[src/rtl/abae_pkg.sv]
// ----------------------------------------------------------------------------
// abae_pkg
// Shared types and constants of the adaptive binary arithmetic encoder.
// ----------------------------------------------------------------------------
`default_nettype none

package abae_pkg;

  localparam int unsigned CODE_WIDTH_DEF = 32;
  localparam int unsigned PROB_W         = 33;
  localparam int unsigned FOL_W          = 32;
  localparam int unsigned ONES_W         = 17;
  localparam int unsigned MAX_RES        = 33;
  localparam int unsigned DIG_W          = 8;
  localparam int unsigned MUL_DIGITS     = 5;
  localparam int unsigned MUL_W          = DIG_W * MUL_DIGITS;
  localparam int unsigned FRAC_W         = 32;

  typedef struct packed {
    logic              bit_value;
    logic              first_bit;
    logic [PROB_W-1:0] start_prob;
    logic [PROB_W-1:0] one_factor;
    logic              last_bit;
  } in_item_t;

  typedef struct packed {
    logic              code_bit;
    logic [FOL_W-1:0]  follow_count;
    logic              block_end;
    logic [ONES_W-1:0] ones_count;
  } out_item_t;

endpackage

`default_nettype wire

[src/rtl/abae_front.sv]
// ----------------------------------------------------------------------------
// abae_front
// Input side: takes transactions and holds them in a two-entry queue for the
// coding core.
// ----------------------------------------------------------------------------
`default_nettype none

module abae_front import abae_pkg::*; (
  input  wire logic     clk_i,
  input  wire logic     rst_ni,
  input  wire logic     in_valid_i,
  output logic          in_stall_o,
  input  wire in_item_t in_data_i,
  output logic          cmd_valid_o,
  output in_item_t      cmd_o,
  input  wire logic     cmd_pop_i
);

  in_item_t   mem_q [2];
  logic       wr_q, rd_q;
  logic [1:0] cnt_q;
  logic       push;

  assign in_stall_o  = (cnt_q == 2'd2);
  assign push        = in_valid_i && !in_stall_o;
  assign cmd_valid_o = (cnt_q != 2'd0);
  assign cmd_o       = mem_q[rd_q];

  always_ff @(posedge clk_i) begin
    if (push) begin
      mem_q[wr_q] <= in_data_i;
    end
  end

  always_ff @(posedge clk_i or negedge rst_ni) begin
    if (!rst_ni) begin
      wr_q  <= 1'b0;
      rd_q  <= 1'b0;
      cnt_q <= 2'd0;
    end else begin
      if (push) wr_q <= ~wr_q;
      if (cmd_pop_i) rd_q <= ~rd_q;
      unique case ({push, cmd_pop_i})
        2'b10:   cnt_q <= cnt_q + 2'd1;
        2'b01:   cnt_q <= cnt_q - 2'd1;
        default: cnt_q <= cnt_q;
      endcase
    end
  end

endmodule

`default_nettype wire

[src/rtl/abae_core.sv]
// ----------------------------------------------------------------------------
// abae_core
// Coding core: shift-add interval and probability products, interval update,
// one renormalisation shift per cycle (an emitting shift waits while the output is stalled) and the block flush.
// ----------------------------------------------------------------------------
`default_nettype none

module abae_core import abae_pkg::*; #(
  parameter int unsigned CodeWidth = CODE_WIDTH_DEF
) (
  input  wire logic      clk_i,
  input  wire logic      rst_ni,
  input  wire logic      cmd_valid_i,
  input  wire in_item_t  cmd_i,
  output logic           cmd_pop_o,
  output logic           out_valid_o,
  output out_item_t      out_data_o,
  input  wire logic      out_stall_i,
  output logic           busy_o
);

  localparam int unsigned WW  = CodeWidth + 1;
  localparam int unsigned AW1 = WW + MUL_W;
  localparam int unsigned AW2 = PROB_W + MUL_W;
  localparam int unsigned SW  = AW1 - FRAC_W;
  localparam int unsigned PW  = AW2 - FRAC_W;
  localparam int unsigned IW  = $clog2(CodeWidth + 1);
  localparam int unsigned NW  = $clog2(MAX_RES + 1);
  localparam int unsigned CW3 = $clog2(MUL_DIGITS);

  localparam logic [CodeWidth-1:0] CMask  = {CodeWidth{1'b1}};
  localparam logic [CodeWidth-1:0] CQuar  = {2'b01, {(CodeWidth-2){1'b0}}};
  localparam logic [CodeWidth-1:0] C3Quar = {2'b11, {(CodeWidth-2){1'b0}}};

  typedef enum logic [2:0] {S_IDLE, S_MUL, S_UPD, S_RENORM, S_FLUSH} state_e;

  state_e                 state_q;
  logic [CodeWidth-1:0]   low_q, high_q;
  logic [FOL_W-1:0]       pf_q;
  logic [PROB_W-1:0]      prob_q;
  logic [ONES_W-1:0]      ones_q;
  logic                   bit_q, last_q;
  logic [MUL_W-1:0]       f1_q, f2_q;
  logic [AW1-1:0]         acc1_q;
  logic [AW2-1:0]         acc2_q;
  logic [CW3-1:0]         cnt_q;
  logic [IW-1:0]          iter_q;
  logic [NW-1:0]          n_q;
  logic                   out_valid_q;
  out_item_t              out_q;

  logic [WW-1:0]          width;
  logic [WW+DIG_W-1:0]    pp1;
  logic [PROB_W+DIG_W-1:0] pp2;
  logic [AW1-1:0]         acc1_d;
  logic [AW2-1:0]         acc2_d;
  logic [SW-1:0]          sub_raw;
  logic [CodeWidth-1:0]   sub_c;
  logic [PW-1:0]          p_raw;
  logic [PROB_W-1:0]      prob_new;
  logic                   e1, e2, e3, out_free, can_put;
  logic                   out_load;
  logic [FOL_W-1:0]       pf_inc;

  assign width  = {1'b0, high_q - low_q} + WW'(1);
  assign pp1    = width * f1_q[MUL_W-1 -: DIG_W];
  assign pp2    = prob_q * f2_q[MUL_W-1 -: DIG_W];
  assign acc1_d = {acc1_q[AW1-DIG_W-1:0], {DIG_W{1'b0}}} + AW1'(pp1);
  assign acc2_d = {acc2_q[AW2-DIG_W-1:0], {DIG_W{1'b0}}} + AW2'(pp2);

  assign sub_raw = acc1_q[AW1-1:FRAC_W];
  assign p_raw   = acc2_q[AW2-1:FRAC_W];

  always_comb begin
    if (|sub_raw[SW-1:CodeWidth]) begin
      sub_c = CMask;
    end else if (sub_raw[CodeWidth-1:0] == '0) begin
      sub_c = CodeWidth'(1);
    end else begin
      sub_c = sub_raw[CodeWidth-1:0];
    end
  end

  assign prob_new = (|p_raw[PW-1:PROB_W]) ? {PROB_W{1'b1}} : p_raw[PROB_W-1:0];

  assign e1       = !high_q[CodeWidth-1];
  assign e2       = low_q[CodeWidth-1];
  assign e3       = (low_q >= CQuar) && (high_q < C3Quar);
  assign out_free = !out_valid_q || !out_stall_i;
  assign can_put  = (n_q < NW'(MAX_RES));
  assign pf_inc   = (pf_q == {FOL_W{1'b1}}) ? pf_q : pf_q + FOL_W'(1);

  // a result register load: an emitting shift or the flush
  assign out_load = out_free && can_put &&
                    ((state_q == S_FLUSH) ||
                     ((state_q == S_RENORM) && (iter_q != IW'(CodeWidth)) && (e1 || e2)));

  assign cmd_pop_o   = (state_q == S_IDLE) && cmd_valid_i;
  assign out_valid_o = out_valid_q;
  assign out_data_o  = out_q;
  assign busy_o      = (state_q != S_IDLE);

  always_ff @(posedge clk_i or negedge rst_ni) begin
    if (!rst_ni) begin
      state_q     <= S_IDLE;
      low_q       <= '0;
      high_q      <= CMask;
      pf_q        <= '0;
      prob_q      <= '0;
      ones_q      <= '0;
      bit_q       <= 1'b0;
      last_q      <= 1'b0;
      f1_q        <= '0;
      f2_q        <= '0;
      acc1_q      <= '0;
      acc2_q      <= '0;
      cnt_q       <= '0;
      iter_q      <= '0;
      n_q         <= '0;
      out_valid_q <= 1'b0;
      out_q       <= '0;
    end else begin
      if (out_load) out_valid_q <= 1'b1;
      else if (!out_stall_i) out_valid_q <= 1'b0;
      unique case (state_q)
        S_IDLE: begin
          if (cmd_valid_i) begin
            if (cmd_i.first_bit) begin
              low_q  <= '0;
              high_q <= CMask;
              pf_q   <= '0;
              ones_q <= '0;
              prob_q <= cmd_i.start_prob;
              f1_q   <= MUL_W'(cmd_i.start_prob);
            end else begin
              f1_q   <= MUL_W'(prob_q);
            end
            f2_q    <= MUL_W'(cmd_i.one_factor);
            bit_q   <= cmd_i.bit_value;
            last_q  <= cmd_i.last_bit;
            acc1_q  <= '0;
            acc2_q  <= '0;
            cnt_q   <= '0;
            state_q <= S_MUL;
          end
        end
        S_MUL: begin
          acc1_q <= acc1_d;
          acc2_q <= acc2_d;
          f1_q   <= f1_q << DIG_W;
          f2_q   <= f2_q << DIG_W;
          cnt_q  <= cnt_q + CW3'(1);
          if (cnt_q == CW3'(MUL_DIGITS - 1)) state_q <= S_UPD;
        end
        S_UPD: begin
          if (bit_q) begin
            low_q  <= low_q + sub_c;
            prob_q <= prob_new;
            if (ones_q != {ONES_W{1'b1}}) ones_q <= ones_q + ONES_W'(1);
          end else begin
            high_q <= low_q + sub_c - CodeWidth'(1);
          end
          iter_q  <= '0;
          n_q     <= '0;
          state_q <= S_RENORM;
        end
        S_RENORM: begin
          if (iter_q == IW'(CodeWidth) || !(e1 || e2 || e3)) begin
            state_q <= last_q ? S_FLUSH : S_IDLE;
          end else if (e1 || e2) begin
            if (out_free) begin
              // results beyond the limit are dropped, the interval still moves
              if (can_put) begin
                out_q.code_bit     <= !e1;
                out_q.follow_count <= pf_q;
                out_q.block_end    <= 1'b0;
                out_q.ones_count   <= '0;
                n_q                <= n_q + NW'(1);
              end
              pf_q   <= '0;
              low_q  <= low_q << 1;
              high_q <= {high_q[CodeWidth-2:0], 1'b1};
              iter_q <= iter_q + IW'(1);
            end
          end else begin
            pf_q   <= pf_inc;
            low_q  <= (low_q - CQuar) << 1;
            high_q <= {high_q[CodeWidth-2:0] - CQuar[CodeWidth-2:0], 1'b1};
            iter_q <= iter_q + IW'(1);
          end
        end
        S_FLUSH: begin
          if (out_free) begin
            if (can_put) begin
              out_q.code_bit     <= (low_q >= CQuar);
              out_q.follow_count <= pf_inc;
              out_q.block_end    <= 1'b1;
              out_q.ones_count   <= ones_q;
            end
            pf_q    <= '0;
            state_q <= S_IDLE;
          end
        end
        default: state_q <= S_IDLE;
      endcase
    end
  end

endmodule

`default_nettype wire

[src/rtl/adaptive_binary_arith_encoder.sv]
// ----------------------------------------------------------------------------
// adaptive_binary_arith_encoder
// Adaptive binary arithmetic encoder with follow-bit counting and block flush.
// ----------------------------------------------------------------------------
// flow: the two-entry queue, then the core: idle, the shift-add multiplier (8 bits a
//   cycle), update, renormalisation shifts (0..CodeWidth, one per cycle, an emitting
//   shift waiting while the output is stalled) and a flush on the last bit; the core
//   takes a new transaction only from idle
// reset: interval low 0, high all ones, follow, probability and ones cleared
`default_nettype none

module adaptive_binary_arith_encoder import abae_pkg::*; #(
  parameter int unsigned CodeWidth = CODE_WIDTH_DEF
) (
  input  wire logic      clk_i,
  input  wire logic      rst_ni,
  input  wire logic      in_valid_i,
  output logic           in_stall_o,
  input  wire in_item_t  in_data_i,
  output logic           out_valid_o,
  input  wire logic      out_stall_i,
  output out_item_t      out_data_o
);

  logic     cmd_valid, cmd_pop, core_busy;
  in_item_t cmd;

  abae_front u_front (
    .clk_i       (clk_i),
    .rst_ni      (rst_ni),
    .in_valid_i  (in_valid_i),
    .in_stall_o  (in_stall_o),
    .in_data_i   (in_data_i),
    .cmd_valid_o (cmd_valid),
    .cmd_o       (cmd),
    .cmd_pop_i   (cmd_pop)
  );

  abae_core #(.CodeWidth(CodeWidth)) u_core (
    .clk_i       (clk_i),
    .rst_ni      (rst_ni),
    .cmd_valid_i (cmd_valid),
    .cmd_i       (cmd),
    .cmd_pop_o   (cmd_pop),
    .out_valid_o (out_valid_o),
    .out_data_o  (out_data_o),
    .out_stall_i (out_stall_i),
    .busy_o      (core_busy)
  );

  // ones are only reported on the closing transaction of a block
  assert property (@(posedge clk_i) disable iff (!rst_ni)
    out_valid_o && !out_data_o.block_end |-> out_data_o.ones_count == '0)
    else $error("ones count set on a non-final result");

  // a new result only appears while the core is working on an item
  assert property (@(posedge clk_i) disable iff (!rst_ni)
    $rose(out_valid_o) |-> $past(core_busy))
    else $error("result produced by an idle core");

  // the core only takes a queued item when it is idle
  assert property (@(posedge clk_i) disable iff (!rst_ni)
    cmd_pop |-> cmd_valid && !core_busy)
    else $error("queue popped while core busy or empty");

endmodule

`default_nettype wire

[config.mk]
export PLATFORM = sky130hd
export DESIGN_NAME = adaptive_binary_arith_encoder
export DESIGN_NICKNAME = d
export VERILOG_FILES = /design/src/rtl/abae_pkg.sv /design/src/rtl/abae_front.sv /design/src/rtl/abae_core.sv /design/src/rtl/adaptive_binary_arith_encoder.sv
export SDC_FILE = /design/constraint.sdc
export NUM_CORES = 2
export LEC_CHECK = 0
export BUFFER_PORTS_ARGS = -buffer_cell sky130_fd_sc_hd__clkbuf_2
export CELL_PAD_IN_SITES_DETAIL_PLACEMENT = 0
export CELL_PAD_IN_SITES_GLOBAL_PLACEMENT = 1
export CORE_ASPECT_RATIO = 0.6
export CORE_MARGIN = 2
export CORE_UTILIZATION = 46
export DETAILED_ROUTE_END_ITERATION = 6
export GPL_ROUTABILITY_DRIVEN = 0
export GPL_TIMING_DRIVEN = 0
export PLACE_DENSITY_LB_ADDON = 0.1
export SLEW_MARGIN = 5
export SYNTH_ARGS = -nofsm -noshare
export SYNTH_HDL_FRONTEND = slang
export SYNTH_SLANG_ARGS = --single-unit
[constraint.sdc]
create_clock -name clk_i -period 9 [get_ports clk_i]
set_clock_uncertainty 0.2 [all_clocks]
set_input_delay 1.35 -clock clk_i [delete_from_list [all_inputs] [get_ports clk_i]]
set_output_delay 1.35 -clock clk_i [all_outputs]
set_load 0.01 [all_outputs]
Word level (Yosys, flattened, before mapping). Memories as Yosys holds them, arrays and structs flattened. Cells that the tools add are included. Widths: inputs -> output; s select.

Bits in registers: 448. RAM bits: 138. Bits of input ports: 73. Word-level logic and storage cells: 181. Memories: 1.

Memory list: u_front.mem_q (depth 2, bits a word 69, rd ports 1, clocked after memory_dff 0, wr ports 1, line abae_front.sv:19) `in_item_t mem_q [2];`.

$add $sub $neg: 15. Multiply operators: 2. Order comparisons: 3. Equal/unequal tests: 27. Mux-type cells: 68. Bitwise gates (word level): 2. Reductions and logical operators: 40.

Operator list (number): $mux 32 (18); $mux 51 (6); $pmux 73 s2 (2); $pmux 32 s3 (3); $mux 33 (5); $pmux 40 s2 (2); $add 73x41->73 (2); $pmux 51 s2 (1); $mul 33x8->41 (2); $mux 40 (2); $mux 73 (1); $mux 17 (4); $pmux 33 s2 (1); $sub 31x31->31 const B (2); $mux 6 (7); $pmux 17 s2 (1); $add 32x1->33 const B (1); $add 32x1->32 const B (1); $add 32x32->32 (1); $eq 32x32->1 const B (1); $ge 32x31->1 const B (1); $logic_not 32->1 (1); $lt 32x32->1 const B (1); $sub 32x1->32 const B (1); other kinds (39) (90).

Longest topological paths before layout.
Word-level depth: 7. Depth in mapped cells: 36. Mapped depth without buffers: 34.

Hierarchy. From an unflattened synthesis, not the netlist that was laid out.

Cells, all modules: 5456. Area, all modules: 50138.1 um^2.

Modules (own cells, without submodules): abae_core (times used 1, cells an instance 5224, area an instance 44616.5 um^2, seq. area each 11150.7 um^2); abae_front (times used 1, cells an instance 232, area an instance 5521.5 um^2, seq. area each 4244.1 um^2).

Worst setup path before layout. OpenSTA, ideal clock, no wires.

Path type: reg2reg. Start point: register u_core.high_q[0]. End point: register u_core.acc1_q[69]. Arrival time: 8.498 ns. Data required time: 8.667 ns. Slack: 0.169 ns. Stages on the path, launching flop included: 36. Buffers on the path: 2. Period minus slack after synthesis: 8.831 ns. Path through: dfstp_2 -> inv_1 -> ha_1 -> fa_1 -> nor2b_4 -> o31a_4 -> o221a_4 -> nor2_1 -> xor2_1 -> or4_4 -> nor4b_4 -> nand4_1 -> or2_1 -> or4_4 -> buf_6 -> a21bo_1 -> fa_1 -> inv_1 -> fa_1 -> fa_1 -> inv_1 -> fa_1 -> inv_1 -> ha_1 -> a21oi_1 -> o21ai_0 -> a21o_1 -> a21o_1 -> a221oi_1 -> o22a_1 -> o311a_1 -> nand2b_1 -> clkbuf_1 -> nor3_1 -> xnor2_1 -> o21ai_0.

Word-level cells in the longest chain between the ends: 5.

RTL lines: start, declared (line abae_core.sv:38) `logic [CodeWidth-1:0] low_q, high_q;`; start signal, assigned (line abae_core.sv:107) `high_q <= CMask;`; start signal, assigned (line abae_core.sv:130) `high_q <= CMask;`; start signal, assigned (line abae_core.sv:161) `high_q <= low_q + sub_c - CodeWidth'(1);`; $sub 32x32->32 (line abae_core.sv:65) `assign width = {1'b0, high_q - low_q} + WW'(1);`; $add 32x1->33 (line abae_core.sv:65); $mul 33x8->41 (line abae_core.sv:66) `assign pp1 = width * f1_q[MUL_W-1 -: DIG_W];`; $add 73x41->73 (line abae_core.sv:68) `assign acc1_d = {acc1_q[AW1-DIG_W-1:0], {DIG_W{1'b0}}} + AW1'(pp1);`; $pmux 73 s2 (line abae_core.sv:125) `unique case (state_q)`; end signal, assigned (line abae_core.sv:115) `acc1_q <= '0;`; end signal, assigned (line abae_core.sv:141) `acc1_q <= '0;`; end signal, assigned (line abae_core.sv:148) `acc1_q <= acc1_d;`; end, declared (line abae_core.sv:44) `logic [AW1-1:0] acc1_q;`.

No other way between the ends. A chain may end at the register's enable or synchronous reset.

Worst setup path in the final report.
Start point: register u_core.high_q[0]. End point: register u_core.acc1_q[61].

The elaborated chain is that of the path after synthesis.

==> reports/summary.txt <==
Area growth, synth to finish: 12.85%
Hold depth: 2
Tot GR Track Use: 30.79%
Area after DPL: 0.05177 mm²
Largest net degree at the start of global routing: 94
Sink Count: 586
Unrepaired setup endpoints after global routing: yes
Clock slew at reported path FFs: 0.07 ns
Outcome: finished clean
Core area: 0.1054 mm²
CP peak stage delay: 0.60 ns
Synthesis Warnings: 0
Final setup viols: 0
DR iter-0 viols: 4,874
Final cell count without fillers: 7,086
Cells after synthesis: 5,378
Pre-CTS setup slack: -2.129 ns
CTS root buf: clkbuf_16
Mapped Nets: 6,102
Layout cells sized above 1: 9.501%
Slew Viols, Final: 0
Vias: 40,920
First-pass GRT wire length: 253.5 mm
Mean post-synth cell area: 9.135 µm²
Total gr overflow: 0
TritonCTS buffer count: 60
Skew-Pair Late Insertion Delay: 0.72 ns
Vias in the first global route: 38,590
Critical path class: reg -> reg
CTS tree: done
Crit path DAT: 9.28 ns
Least-Margin Pin Slew: 1.391 ns
Number of synthesized flops with an enable pin: 138
Ys flop type: dfrtp_1
I/O pins: 126
H-tree depth: 2
FF-to-FF Start: u_core.high_q[0]
Fin crit period: 8.941 ns
Slew Limit Headroom: 6.122%
Fin crit share: 99.35%
Total Die Area: 0.1095 mm²
Reg-to-reg endpoint: u_core.acc1_q[61]
Drt first pass iters: 6
Min-delay src: u_core.f2_q[6]
Max Fclk: 111.8 MHz
Critical Path End Type: register
Worst Setup Start Kind: register
Initial Util: 46.59%
Post-synth top area cell: dfrtp_1
Synth top area cells: dfrtp_1 21%, fa_1 18%, edfxtp_1 8.4%
Worst setup margin: 0.05882 ns
Final hold vios: 0
Cell area after technology mapping: 0.04913 mm²
Avg WL per Cell: 23.86 µm
Async set-reset flop share out of synthesis: 76.45%
Crit-path slowest cell: or4_4
Hold Crit Endpoint: u_core.f2_q[14]
Worst hold margin: 0.2565 ns
Worst R2R Path Depth: 35
Dpl hpwl: 135.1 mm
Port bufs: 125
DIE HEIGHT: 257.1 µm
Clk buf depth: 3
Initial antenna violation count: 3
Area fraction of the dominant cell type after synthesis: 21.19%
Placed Instances: 6,923
Antenna Nets Post-Route: 0
Final WL: 169.0 mm
Worst Hold Class: reg -> reg
Max-Cap Viols: 0
FF-to-FF setup slack: 0.06 ns
Post-synthesis register bit count: 586
Nets@finish: 6,347
Die W: 425.9 µm
DRC viols: 0
Cell variety after synth: 95
Seq/Total Area, Yosys: 31.34%
Critical path data required time: 9.34 ns
CP Max Fanout: 7
Rows: 92
Post-route cell area: 0.05544 mm²
Vias/cell: 5.774
-- layout make-up --
| cell class | instances | area (µm²) |
|---|---|---|
| diodes | 3 | 7.507 |
| plain buffers | 273 | 1042 |
| clock buffers | 68 | 1551 |
| clock inverters | 44 | 700.7 |
| fillers | 9944 | 50000 |
| inverters | 585 | 2196 |
| multi-input cells | 3919 | 31380 |
| flip-flops and latches | 586 | 15400 |
| well taps | 1410 | 1764 |
| repair buffers | 198 | 1400 |
-- cells by family after synthesis --
family | synth area share, %
multiplexers | 2.213
adder cells (fa/ha/maj) | 23.27
AO/OA/AOI/OAI | 13.65
flip-flops | 31.34
AND/OR/NAND/NOR | 17.56
XOR/XNOR | 5.259
buffers and inverters | 6.706
-- placed cells by master (no fill, tap or decap), types with 13 or more instances in the layout --
cell	n
o31ai_1	56
dfstp_2	32
nand3_1	151
o21a_1	21
nor3_1	52
or2_2	43
nand4_1	45
o21ai_1	21
and2_1	217
edfxtp_1	138
a211oi_1	15
or3_1	13
clkbuf_2	124
and3_1	54
ha_1	197
nor2_1	224
a31oi_1	33
a22o_1	23
xor2_1	114
nand2_1	673
nor2b_1	121
o22ai_1	59
clkbuf_1	263
clkbuf_16	60
bufinv_16	15
mux2i_1	103
buf_4	56
a21oi_1	225
o21bai_1	24
nand2b_1	60
dfrtp_1	411
o211ai_1	18
nor4_1	23
xnor2_1	140
a21o_1	86
inv_1	579
xnor2_2	23
fa_1	437
o21ai_0	418
-- registers in the layout (all words and copies together), names as in the netlist, 3 cells and up --
register	flops
u_front.mem_q	138
u_core.acc1_q	73
u_core.acc2_q	73
u_core.out_data_o	51
u_core.f1_q	40
u_core.f2_q	40
u_core.prob_q	33
u_core.high_q	32
u_core.low_q	32
u_core.pf_q	32
u_core.ones_q	17
u_core.iter_q	6
u_core.n_q	6
u_core.cnt_q	3
u_core.state_q	3
-- Yosys cell counts, types with 27 or more instances --
library cell and instances:
dfrtp_1 416, nor3_1 63, a31oi_1 35, mux2i_1 103, xor2_1 129, and2_1 218
inv_1 585, ha_1 213, nand4_1 45, edfxtp_1 138, xnor2_1 166, nand3_1 153
o31ai_1 56, and3_1 55, clkbuf_1 272, nor2_1 230, a21o_1 86, o21ai_0 441
or2_2 43, nand2_1 676, dfstp_2 32, o22ai_1 59, nand2b_1 61, nor4_1 27
nor2b_1 122, fa_1 438, a21oi_1 236
-- per-layer routing --
metal / track usage [%] / share of wire (%)
met3: 8.836 / 11
met4: 4.250 / 1.2
met1: 54.56 / 53
met2: 35.18 / 35
met5: 0 / 0
-- critical path, delay by kind of cell (launching register included) --
family	cells	cell delay, ns
AND/OR/NAND/NOR	9	2.29
buffers and inverters	6	0.51
flip-flops	1	0.54
XOR/XNOR	2	0.33
AO/OA/AOI/OAI	11	1.97
adder cells (fa/ha/maj)	7	2.96
-- how the worst max path moves through the flow --
stage	end	slack, ns	depth (start not counted)	from
finish	u_core.acc1_q[61]	0.06	35	u_core.high_q[0]
global route	u_core.acc1_q[55]	-0.26	35	u_core.high_q[0]
CTS	u_core.acc1_q[69]	0.02	34	u_core.high_q[0]
detailed placement	u_core.acc1_q[54]	-2.13	30	u_core.high_q[0]
global placement	u_core.acc2_q[64]	-4.83	1	rst_ni
floorplan	u_core.acc1_q[69]	0.17	35	u_core.high_q[0]
-- through the flow --
stage                      TNS, ns  utilization [%]
after detailed placement    -56.44            49.10
after global placement    -2034.49            48.86
after global routing        -4.227            52.58
final                            0            52.58
after floorplan                  0                -
after CTS                        0            51.90
-- timing repair --
item                       in CTS  in global routing
hold endpoints to repair        0                  0
resized for setup              73                121
cloned                          0                  1
setup endpoints to repair      47                 44
pin swaps                      23                 58
buffers inserted               34                 28
hold buffers                    0                  0
Power is left out: the tool's default activity adds up to more than one toggle a clock period on the data nets, which glitch-free logic cannot reach.
